`src/hw/rtl/assert_macros.svh`:
```
// shared assertion macros, sampled on clk, off while arst_n is low
`ifndef ASSERT_MACROS_SVH
`define ASSERT_MACROS_SVH

// same-cycle implication
`define CHK_IMP(lbl, ante, cons) \
	lbl: assert property (@(posedge clk) disable iff (!arst_n) (ante) |-> (cons)) \
		else $error("assertion failed");

// next-cycle implication
`define CHK_NEXT(lbl, ante, cons) \
	lbl: assert property (@(posedge clk) disable iff (!arst_n) (ante) |=> (cons)) \
		else $error("assertion failed");

`endif

```
`src/hw/rtl/ptpick_pkg.sv`:
```
package ptpick_pkg;

	// default table depth
	localparam int unsigned MAX_ENTRIES_DEF = 64;

	// pick tolerance after reset
	localparam logic [7:0] TOL_RESET = 8'd5;

	// operation codes
	typedef enum logic [1:0] {
		OP_ADD    = 2'd0,
		OP_REMOVE = 2'd1,
		OP_SELECT = 2'd2,
		OP_NONE   = 2'd3
	} op_t;

	// result status codes
	typedef enum logic [1:0] {
		ST_DONE     = 2'd0,
		ST_FULL     = 2'd1,
		ST_NO_ENTRY = 2'd2,
		ST_NO_HIT   = 2'd3
	} status_t;

	// sequencer states
	typedef enum logic [3:0] {
		S_IDLE   = 4'b0001,
		S_SCAN   = 4'b0010,
		S_SHIFT  = 4'b0100,
		S_RESULT = 4'b1000
	} seq_state_t;

endpackage

```
`src/hw/rtl/point_table_pick.sv`:
```
// point table with add, remove and first-hit select, one operation at a time
// add, rejected ops and opcode 3: go straight from idle to the result state after the input transfer
// select: entries are scanned from index 0 through the registered read, one table entry compared per cycle
// remove at index i: the entries above i move down, one entry moved down per cycle
// the sequencer returns to idle as the result loads; an untaken result holds the sequencer
// reset: count 0, tolerance 5, sequencer idle; table contents undefined
module point_table_pick #(
	parameter int unsigned MAX_ENTRIES = ptpick_pkg::MAX_ENTRIES_DEF
) (
	input  logic        clk,
	input  logic        arst_n,
	// configuration
	input  logic        cfg_wr_en,
	input  logic [7:0]  cfg_wr_data,   // pick_tolerance
	// input stream
	input  logic        s_axis_tvalid,
	output logic        s_axis_tready,
	input  logic [39:0] s_axis_tdata,  // x_coord[15:0], y_coord[31:16], entry_index[37:32]
	input  logic [1:0]  s_axis_tuser,  // opcode
	// result stream
	output logic        m_axis_tvalid,
	input  logic        m_axis_tready,
	output logic [15:0] m_axis_tdata,  // hit_index[5:0], point_total[12:6]
	output logic [1:0]  m_axis_tuser   // status
);

	localparam int ADDR_W = (MAX_ENTRIES > 1) ? $clog2(MAX_ENTRIES) : 1;
	localparam int CNT_W  = $clog2(MAX_ENTRIES + 1);
	localparam int CMP_W  = (CNT_W > 6) ? CNT_W : 6;

	// table memory, x in the upper half
	logic [31:0] mem [MAX_ENTRIES];

	ptpick_pkg::seq_state_t state_q;
	logic [CNT_W-1:0]       cnt_q;
	logic [CNT_W-1:0]       ptr_q;
	logic [7:0]             tol_q;
	logic [15:0]            qx_q;
	logic [15:0]            qy_q;
	ptpick_pkg::status_t    status_q;
	logic [ADDR_W-1:0]      hit_q;

	logic                   pipe_vld_s1;
	logic [ADDR_W-1:0]      pipe_idx_s1;
	logic [31:0]            rd_data_s1;

	logic                   m_vld_q;
	logic [1:0]             out_status_q;
	logic [5:0]             out_hit_q;
	logic [6:0]             out_total_q;

	logic                   in_xfer;
	ptpick_pkg::op_t        in_op;
	logic [15:0]            in_x;
	logic [15:0]            in_y;
	logic [5:0]             in_idx;
	logic                   full;
	logic                   idx_bad;
	logic [CNT_W-1:0]       nxt_ptr;
	logic                   scan_issue;
	logic                   shift_issue;
	logic [ADDR_W-1:0]      rd_addr;
	logic                   wr_en;
	logic [ADDR_W-1:0]      wr_addr;
	logic [31:0]            wr_data;
	logic signed [16:0]     dx;
	logic signed [16:0]     dy;
	logic signed [16:0]     tol_s;
	logic                   hit;

	// input unpacking
	assign in_xfer = s_axis_tvalid & s_axis_tready;
	assign in_op   = ptpick_pkg::op_t'(s_axis_tuser);
	assign in_x    = s_axis_tdata[15:0];
	assign in_y    = s_axis_tdata[31:16];
	assign in_idx  = s_axis_tdata[37:32];

	assign s_axis_tready = (state_q == ptpick_pkg::S_IDLE);

	// table bounds checks
	assign full    = (cnt_q >= CNT_W'(MAX_ENTRIES));
	assign idx_bad = (CMP_W'(in_idx) >= CMP_W'(cnt_q));

	// entry pointer for scan and shift
	assign nxt_ptr     = ptr_q + CNT_W'(1);
	assign scan_issue  = (ptr_q < cnt_q);
	assign shift_issue = (nxt_ptr < cnt_q);
	assign rd_addr     = (state_q == ptpick_pkg::S_SCAN) ? ptr_q[ADDR_W-1:0]
	                                                     : nxt_ptr[ADDR_W-1:0];

	// write port: append on add, move down during shift
	always_comb begin
		wr_en   = 1'b0;
		wr_addr = cnt_q[ADDR_W-1:0];
		wr_data = {in_x, in_y};
		if (in_xfer && in_op == ptpick_pkg::OP_ADD && !full) begin
			wr_en = 1'b1;
		end else if (state_q == ptpick_pkg::S_SHIFT && pipe_vld_s1) begin
			wr_en   = 1'b1;
			wr_addr = pipe_idx_s1;
			wr_data = rd_data_s1;
		end
	end

	// table memory with registered read
	always_ff @(posedge clk) begin
		if (wr_en) begin
			mem[wr_addr] <= wr_data;
		end
		rd_data_s1 <= mem[rd_addr];
	end

	// window compare unit for the select scan
	assign dx    = signed'({qx_q[15], qx_q}) - signed'({rd_data_s1[31], rd_data_s1[31:16]});
	assign dy    = signed'({qy_q[15], qy_q}) - signed'({rd_data_s1[15], rd_data_s1[15:0]});
	assign tol_s = signed'({9'd0, tol_q});
	assign hit   = (dx <= tol_s) && (dx >= -tol_s) && (dy <= tol_s) && (dy >= -tol_s);

	// configuration register
	always_ff @(posedge clk or negedge arst_n) begin
		if (!arst_n) begin
			tol_q <= ptpick_pkg::TOL_RESET;
		end else if (cfg_wr_en) begin
			tol_q <= cfg_wr_data;
		end
	end

	// sequencer
	always_ff @(posedge clk or negedge arst_n) begin
		if (!arst_n) begin
			state_q     <= ptpick_pkg::S_IDLE;
			cnt_q       <= '0;
			ptr_q       <= '0;
			pipe_vld_s1 <= 1'b0;
			pipe_idx_s1 <= '0;
			qx_q        <= '0;
			qy_q        <= '0;
			status_q    <= ptpick_pkg::ST_DONE;
			hit_q       <= '0;
		end else begin
			case (state_q)
				ptpick_pkg::S_IDLE: begin
					if (in_xfer) begin
						qx_q        <= in_x;
						qy_q        <= in_y;
						hit_q       <= '0;
						pipe_vld_s1 <= 1'b0;
						case (in_op)
							ptpick_pkg::OP_ADD: begin
								state_q <= ptpick_pkg::S_RESULT;
								if (full) begin
									status_q <= ptpick_pkg::ST_FULL;
								end else begin
									status_q <= ptpick_pkg::ST_DONE;
									cnt_q    <= cnt_q + CNT_W'(1);
								end
							end
							ptpick_pkg::OP_REMOVE: begin
								if (idx_bad) begin
									status_q <= ptpick_pkg::ST_NO_ENTRY;
									state_q  <= ptpick_pkg::S_RESULT;
								end else begin
									ptr_q   <= CNT_W'(in_idx);
									state_q <= ptpick_pkg::S_SHIFT;
								end
							end
							ptpick_pkg::OP_SELECT: begin
								ptr_q   <= '0;
								state_q <= ptpick_pkg::S_SCAN;
							end
							default: begin
								status_q <= ptpick_pkg::ST_DONE;
								state_q  <= ptpick_pkg::S_RESULT;
							end
						endcase
					end
				end
				ptpick_pkg::S_SCAN: begin
					// one read issued, one entry checked per cycle
					pipe_vld_s1 <= scan_issue;
					pipe_idx_s1 <= ptr_q[ADDR_W-1:0];
					if (scan_issue) begin
						ptr_q <= nxt_ptr;
					end
					if (pipe_vld_s1 && hit) begin
						status_q <= ptpick_pkg::ST_DONE;
						hit_q    <= pipe_idx_s1;
						state_q  <= ptpick_pkg::S_RESULT;
					end else if (!pipe_vld_s1 && !scan_issue) begin
						status_q <= ptpick_pkg::ST_NO_HIT;
						state_q  <= ptpick_pkg::S_RESULT;
					end
				end
				ptpick_pkg::S_SHIFT: begin
					// read entry ptr+1, write it to ptr in the following cycle
					pipe_vld_s1 <= shift_issue;
					pipe_idx_s1 <= ptr_q[ADDR_W-1:0];
					if (shift_issue) begin
						ptr_q <= nxt_ptr;
					end
					if (!pipe_vld_s1 && !shift_issue) begin
						cnt_q    <= cnt_q - CNT_W'(1);
						status_q <= ptpick_pkg::ST_DONE;
						state_q  <= ptpick_pkg::S_RESULT;
					end
				end
				ptpick_pkg::S_RESULT: begin
					if (!m_vld_q || m_axis_tready) begin
						state_q <= ptpick_pkg::S_IDLE;
					end
				end
				default: begin
					state_q <= ptpick_pkg::S_IDLE;
				end
			endcase
		end
	end

	// output register
	always_ff @(posedge clk or negedge arst_n) begin
		if (!arst_n) begin
			m_vld_q <= 1'b0;
		end else if (state_q == ptpick_pkg::S_RESULT && (!m_vld_q || m_axis_tready)) begin
			m_vld_q <= 1'b1;
		end else if (m_axis_tready) begin
			m_vld_q <= 1'b0;
		end
	end

	always_ff @(posedge clk) begin
		if (state_q == ptpick_pkg::S_RESULT && (!m_vld_q || m_axis_tready)) begin
			out_status_q <= status_q;
			out_hit_q    <= 6'(hit_q);
			out_total_q  <= 7'(cnt_q);
		end
	end

	assign m_axis_tvalid = m_vld_q;
	assign m_axis_tuser  = out_status_q;
	assign m_axis_tdata  = {3'd0, out_total_q, out_hit_q};

	// checks
	`include "assert_macros.svh"

	`CHK_IMP(a_cnt_bound, 1'b1, cnt_q <= CNT_W'(MAX_ENTRIES))
	`CHK_IMP(a_scan_in_range, state_q == ptpick_pkg::S_SCAN && pipe_vld_s1, CNT_W'(pipe_idx_s1) < cnt_q)
	`CHK_IMP(a_shift_in_range, state_q == ptpick_pkg::S_SHIFT && pipe_vld_s1, CNT_W'(pipe_idx_s1) + CNT_W'(1) < cnt_q)
	`CHK_NEXT(a_cnt_hold, state_q == ptpick_pkg::S_SCAN || state_q == ptpick_pkg::S_RESULT, $stable(cnt_q))

endmodule
```
`config.mk`:
```
export PLATFORM = sky130hd
export DESIGN_NAME = point_table_pick
export DESIGN_NICKNAME = d
export VERILOG_FILES = /design/src/hw/rtl/ptpick_pkg.sv /design/src/hw/rtl/point_table_pick.sv
export VERILOG_INCLUDE_DIRS = /design/src /design/src/hw/rtl
export SDC_FILE = /design/constraint.sdc
export NUM_CORES = 2
export LEC_CHECK = 0
export ABC_AREA = 1
export BUFFER_PORTS_ARGS = -buffer_cell sky130_fd_sc_hd__buf_2
export CAP_MARGIN = 20
export CORE_MARGIN = 2
export CORE_UTILIZATION = 45
export CTS_CLUSTER_DIAMETER = 30
export CTS_CLUSTER_SIZE = 10
export DETAILED_ROUTE_END_ITERATION = 8
export PLACE_DENSITY = 0.63
export SYNTH_ARGS = -nofsm -noshare
export SYNTH_HDL_FRONTEND = slang
export SYNTH_SLANG_ARGS = --single-unit
```
`constraint.sdc`:
```
create_clock -name clk -period 7.13 [get_ports clk]
set_input_delay 1.426 -clock clk [delete_from_list [all_inputs] [get_ports clk]]
set_output_delay 1.426 -clock clk [all_outputs]
set_load 0.005 [all_outputs]
```
== Yosys cells after proc, flatten, opt, wreduce, memory -nomap -nowiden ==
Memories as Yosys holds them, arrays and structs flattened. A register that Yosys moved wholly into a read port is not among the register bits.
Cells that the tools add are included.

* Bits in registers: 89
* Latch bits: 0
* RAM bits: 2048
* Memory bits (read-only): 0
* Input bits: 55
* Output and inout bits: 20
* Logic and storage cells: 121
* Memories: 1

{| class="wikitable"
|+ Memories
! name !! words !! bits a word !! rd ports !! clocked after Yosys merged registers in !! write ports !! line !! source
|-
| mem || 64 || 32 || 1 || 1 || 1 || point_table_pick.sv:32 || <nowiki>logic [31:0] mem [MAX_ENTRIES];</nowiki>
|}

* Add/subtract/negate cells: 6
* Multipliers: 0
* Div/mod/pow operators: 0
* Magnitude comparators: 8
* Eq/ne operators: 19
* Shift-type cells: 0
* Multiplexer cells: 43
* Bitwise gates (word level): 1
* Reductions and logical operators: 29

{| class="wikitable"
|+ Operators with widths
! cell !! number
|-
| 32-bit two-way mux || 2
|-
| 7-bit two-way mux || 8
|-
| 17-bit >= comparator || 2
|-
| 17-bit by 9-bit <= comparator with 1-bit output || 2
|-
| 16-bit by 16-bit subtractor with 17-bit output || 2
|-
| 6-bit two-way mux || 5
|-
| 7-bit case mux with 2 select lines || 2
|-
| 4-bit two-way mux || 6
|-
| 7-bit case mux with 3 select lines || 1
|-
| 8-bit negator with 17-bit output || 1
|-
| 4-bit case mux with 4 select lines || 1
|-
| 7-bit by 1-bit adder with 7-bit output (second input constant) || 2
|-
| 7-bit less-than comparator || 2
|-
| 2-bit case mux with 3 select lines || 2
|-
| 6-bit case mux with 2 select lines || 1
|-
| 6-bit AND reduction || 2
|-
| 1-bit logical AND || 10
|-
| 2-bit two-way mux || 5
|-
| 2-bit by 1-bit inequality test with 1-bit output (second input constant) || 5
|-
| 1-bit two-way mux || 8
|-
| 2-bit inequality test (second input constant) || 4
|-
| 4-bit case mux with 2 select lines || 1
|-
| 6-bit by 7-bit >= comparator with 1-bit output || 1
|-
| 7-bit >= comparator (second input constant) || 1
|-
| 21 further kinds || 30
|}

== Longest topological paths before layout ==
* Depth in word-level cells: 8
* Mapped depth: 27
* Mapped depth without buffers: 27

== Worst setup path before layout ==
No wires, ideal clock.

* Path kind: input to register
* Start point: in s_axis_tvalid
* End point: mem mem[40][0] (enable)
* Setup time: 0.502 ns
* Data arrival time: 5.384 ns
* Data required time: 6.628 ns
* Setup slack: 1.244 ns
* Cell stages on the path: 6
* Buffers on the path: 0
* Cell sequence: inv_1 -> nor2_2 -> nand3_1 -> nand2_2 -> nand3_1 -> nor4_1

* Cells in the longest elaborated chain, start to end: 6
* Elaborated cells on any way between the ends: 7

{| class="wikitable"
|+ Ends and longest elaborated chain
! item !! line !! source
|-
| from (decl) || point_table_pick.sv:16 || <nowiki>input logic s_axis_tvalid,</nowiki>
|-
| 1-bit AND (*) || point_table_pick.sv:72 || <nowiki>assign in_xfer = s_axis_tvalid & s_axis_tready;</nowiki>
|-
| 1-bit logical AND (*) (2 in series) || point_table_pick.sv:96 || <nowiki>if (in_xfer && in_op == ptpick_pkg::OP_ADD && !full) begin</nowiki>
|-
| 1-bit two-way mux || point_table_pick.sv:96 ||
|-
| 1-bit two-way mux || point_table_pick.sv:107 || <nowiki>if (wr_en) begin</nowiki>
|-
| 1-bit two-way mux (implied by the code) || point_table_pick.sv:108 || <nowiki>mem[wr_addr] <= wr_data;</nowiki>
|-
| to (decl) || point_table_pick.sv:32 ||
|}

Mark *: on every way between the ends. The rest lies on a longest branch, timed or not.

== Final worst setup path ==
* Start point: reg state_q[1]
* End point: mem mem[1][2] (enable)

* Cells in the longest elaborated chain, start to end: 7
* Elaborated cells on any way between the ends: 12

{| class="wikitable"
|+ Ends and longest elaborated chain
! item !! line !! source
|-
| from (decl) || point_table_pick.sv:34 || <nowiki>ptpick_pkg::seq_state_t state_q;</nowiki>
|-
| from (signal assigned) || point_table_pick.sv:131 || <nowiki>state_q <= ptpick_pkg::S_IDLE;</nowiki>
|-
| from (signal assigned) || point_table_pick.sv:150 || <nowiki>state_q <= ptpick_pkg::S_RESULT;</nowiki>
|-
| from (signal assigned) || point_table_pick.sv:161 || <nowiki>state_q <= ptpick_pkg::S_RESULT;</nowiki>
|-
| 4-bit by 1-bit equality test with 1-bit output || point_table_pick.sv:78 || <nowiki>assign s_axis_tready = (state_q == ptpick_pkg::S_IDLE);</nowiki>
|-
| 1-bit AND || point_table_pick.sv:72 ||
|-
| 1-bit logical AND (2 in series) || point_table_pick.sv:96 ||
|-
| 1-bit two-way mux || point_table_pick.sv:96 ||
|-
| 1-bit two-way mux || point_table_pick.sv:107 ||
|-
| 1-bit two-way mux (implied by the code) || point_table_pick.sv:108 ||
|}

Parallel ways exist; a longest one is shown, timed or not.

==> flow_metrics.py <==
metrics = {
    "yosys": {
        "synth.lib_cells_used.distinct": 57,
        "synth-warning-count": 0,
        "biggest_area_contributors_in_the_synthesized_netlist": "sky130_fd_sc_hd__edfxtp_1 70%, sky130_fd_sc_hd__o21ai_0 5.5%, sky130_fd_sc_hd__nor2_1 5.0%, sky130_fd_sc_hd__o22ai_1 2.2%, sky130_fd_sc_hd__dfrtp_1 2.0%",
        "postSynthCellCount": 6975,
        "synth.cells.most_frequent": "2063 x sky130_fd_sc_hd__edfxtp_1, 1182 x sky130_fd_sc_hd__nor2_1, 984 x sky130_fd_sc_hd__o21ai_0",
        "flops_latches_synth": 2169,
        "mappedNetlistArea_um2": 89000,
        "dominantRegCellSynth": "sky130_fd_sc_hd__edfxtp_1",
        "synth_largest_area_cell": "sky130_fd_sc_hd__edfxtp_1",
        "yosys.area.top_type_share_pct": 69.6,
        "synthArstFlopShare_pct": 3.41,
        "yosysSeqAreaShare_pct": 72.4,
        "synth_edf_count": 2063,
        "yosys.cell_count.top_type": "sky130_fd_sc_hd__edfxtp_1",
        "syn_avg_cell_area_um2": 12.8,
    },
    "route": {
        "wirelength_mm": 257,
        "route.vias.total": 59900,
        "first_pass_iters": 6,
        "drt-wirelength-per-cell_um": 25.4,
        "via_per_inst": 5.91,
        "detailedRoute.firstIterationViolations": 7167,
        "antenna_violation_net_count_after_detailed_routing": 0,
        "drcViolationCount": 0,
    },
    "die": {
        "die_height_um": 449,
        "rows": 163,
        "die_footprint_um2": 201000,
        "design.core.area_um2": 197000,
        "boundaryPins": 75,
        "initial_util_pct": 45.2,
        "die_width_um": 449,
    },
    "placement": {
        "post-dp-hpwl_mm": 135,
        "placed_area_um2": 92800,
        "place_congestion": 0.870,
        "numPortBuffers": 69,
        "dpl_worst_slack_ns": 1.61,
        "dpl.cell_count": 9378,
    },
    "power": {
        "p_comb_share_pct": 38.5,
        "vdd_drop_max_v": 0.000510,
        "power_report.internal_total_mw": 33.5,
        "power_density_nw_per_um2": 520,
        "p_clk_share_pct": 35.2,
        "leakagePower_nw": 36.4,
        "switching_share_pct": 39.7,
        "power.switching_mw": 22.1,
        "power.share.sequential_pct": 26.3,
    },
    "critical_path": {
        "register_to_register_setup_slack_ns": 1.69,
        "worst-path-max-fanout": 19,
        "crit_path_cell_trace": "nor2_1 > inv_2 > nor3_4 > inv_2 > nor2_4 > inv_2 > o21ai_1 > nand3_1 > nor2_4 > buf_4",
        "critical-path-max-stage-delay_ns": 1.01,
        "setup.worst_path.start": "state_q[1]",
        "critical-path-slowest-cell": "sky130_fd_sc_hd__nor2_4",
        "cp_data_arrival_time_ns": 6.07,
        "timing.setup.critical_path_class": "reg -> reg",
        "critPathRequiredTime_ns": 7.76,
        "end_kind": "flip-flop",
        "worst_path_most_repeated_cell": "sky130_fd_sc_hd__inv_2",
        "timing.critical_path.from_type": "flip-flop",
        "critical_path.reg2reg.startpoint": "state_q[1]",
    },
    "clock_network": {
        "clockRootBuffer": "sky130_fd_sc_hd__clkbuf_16",
        "numClockSinks": 2169,
        "cts_hold_repair.buffers": 0,
        "htreeDepth": 5,
        "cts.repair.resized": 0,
        "cts_max_path_buffers": 4,
        "clkTransAtPathRegs_ns": 0.05,
        "cts_tree": "done",
        "numCtsBuffers": 413,
        "cts_post_setup_buffers_inserted": 0,
        "insertion_delay_ns": 0.98,
    },
    "sta": {
        "clock-skew-final_ns": 0.0881,
        "grt_setup_unrepaired": "no",
        "setup_tns_ns": 0,
        "tightest_slew_ns": 1.10,
        "setup_slack_ns": 1.69,
        "final_critical_path_time_including_i_o_delays_and_setup_ns": 5.44,
        "timing_hold_violations_final": 0,
        "slew_headroom_pct": 26.5,
        "fin_crit_sh_pct": 76.3,
        "max_freq_mhz": 184,
        "setup_viol_count_final": 0,
        "fin_max_slew_vios": 0,
    },
    "global_route": {
        "grt_first_pass_wirelength_mm": 376,
        "grt_usage_pct": 24.9,
        "grt-ovfl-total": 0,
        "grt_start_max_net_pins": 180,
        "grt_antenna_before_repair": 16,
        "first_global_vias": 58600,
    },
    "final_layout": {
        "final_layout_size_suffix_gt1_share_pct": 13.9,
        "layout_cell_area_excl_fill_um2": 107000,
        "final_cells": 10100,
        "layout.nets": 7319,
        "layout-area-overhead-vs-synth_pct": 20.2,
    },
    "run": {
        "max_cap_viol_count": 0,
    },
    "hold_path": {
        "worst_hold_path_type": "in -> async",
    },
    "outcome": {
        "status": "complete, no violations",
    },
}
## cell families (layout without fill, tap and decap cells)
| logic type | count (synthesis) | after routing | share of synthesized area [%] |
|---|---|---|---|
| buffers and inverters | 693 | 1207 | 3.45 |
| and+or+nand+nor | 1937 | 1937 | 8.79 |
| AOI/OAI and AO/OA | 2038 | 2038 | 13.5 |
| other | 1 | 5 | 0.00421 |
| xor gates and xnor gates | 28 | 28 | 0.297 |
| adders and majority gates | 109 | 109 | 1.56 |
| DFF | 2169 | 2169 | 72.4 |
## layout by cell type (no fill, tap or decap), types with 43 or more instances in the layout
cell type	n
sky130_fd_sc_hd__a21oi_1	48
sky130_fd_sc_hd__buf_2	68
sky130_fd_sc_hd__buf_4	133
sky130_fd_sc_hd__bufinv_16	68
sky130_fd_sc_hd__clkbuf_1	43
sky130_fd_sc_hd__clkbuf_16	421
sky130_fd_sc_hd__clkinv_1	51
sky130_fd_sc_hd__clkinv_2	73
sky130_fd_sc_hd__clkinvlp_4	43
sky130_fd_sc_hd__dfrtp_1	71
sky130_fd_sc_hd__edfxtp_1	2063
sky130_fd_sc_hd__ha_1	106
sky130_fd_sc_hd__inv_1	217
sky130_fd_sc_hd__nand2_1	410
sky130_fd_sc_hd__nand3_1	269
sky130_fd_sc_hd__nor2_1	1126
sky130_fd_sc_hd__nor2_4	57
sky130_fd_sc_hd__o211ai_1	154
sky130_fd_sc_hd__o21ai_0	953
sky130_fd_sc_hd__o21ai_1	240
sky130_fd_sc_hd__o21bai_1	73
sky130_fd_sc_hd__o221ai_1	187
sky130_fd_sc_hd__o22ai_1	314
## worst max-delay path: cells and delay by family (launching register included)
family                 cells  cell delay (ns)
DFF                        1             0.37
AOI/OAI and AO/OA          1             0.76
buffers and inverters      4             1.02
and+or+nand+nor            5             2.96
## per-layer routing
layer  vias to the layer above  global-route usage [%]  part of all wire [%]
met4                         6                    10.7                   4.0
met1                     29800                    33.3                    40
met5                         -                       0                 0.015
met3                       489                    5.59                    10
li1                      26600                       -                     -
met2                      3084                    39.1                    46
## worst paths after layout
kind,to,depth (start not counted)
max in group asynchronous,qy_q[4],2
min reg2reg,m_axis_tuser[0],0
max,mem[1][2],10
min,cnt_q[2],1
max reg2reg,mem[1][2],10
min in group clk,m_axis_tuser[0],0
## state kept, by name, summed over array words and instances (netlist names)
name / flops
cnt_q: 7
hit_q: 6
m_axis_tuser: 2
m_axis_tvalid: 1
mem: 2048
out_hit_q: 6
out_total_q: 7
pipe_idx_s1: 6
pipe_vld_s1: 1
ptr_q: 7
qx_q: 16
qy_q: 16
rd_data_s1: 32
state_q: 4
status_q: 2
tol_q: 8
## final cells by class
type | count | area (µm²)
antenna | 2 | 5.00
clock buffer | 470 | 10800
clock inverter | 281 | 3340
fill | 16000 | 90000
inverter | 229 | 905
multi-input combinational | 4115 | 22400
sequential | 2169 | 64400
tap | 2640 | 3300
timing repair buffer | 227 | 1830
## metrics by stage
| step | utilization (%) | power [mW] | hold slack [ns] |
|---|---|---|---|
| CTS | 54.3 | 55.4 | 0.332 |
| finish | 54.3 | 55.7 | 0.376 |
| global route | 54.3 | 58.2 | 0.363 |
| global placement | 47.1 | 35.3 | 0.437 |
| detailed placement | 47.1 | 35.7 | 0.439 |
| floorplan | - | 28.7 | 0.425 |
## power by group through the flow
stage | sequential, mW | combinational, mW | clock (mW)
floorplan | 14.8 | 13.8 | 0
global placement | 14.9 | 20.5 | 0
detailed placement | 14.9 | 20.9 | 0
CTS | 14.6 | 21.0 | 19.7
global route | 14.7 | 23.2 | 20.3
finish | 14.7 | 21.4 | 19.6
No activity file was read; power rests on OpenSTA's default activity.
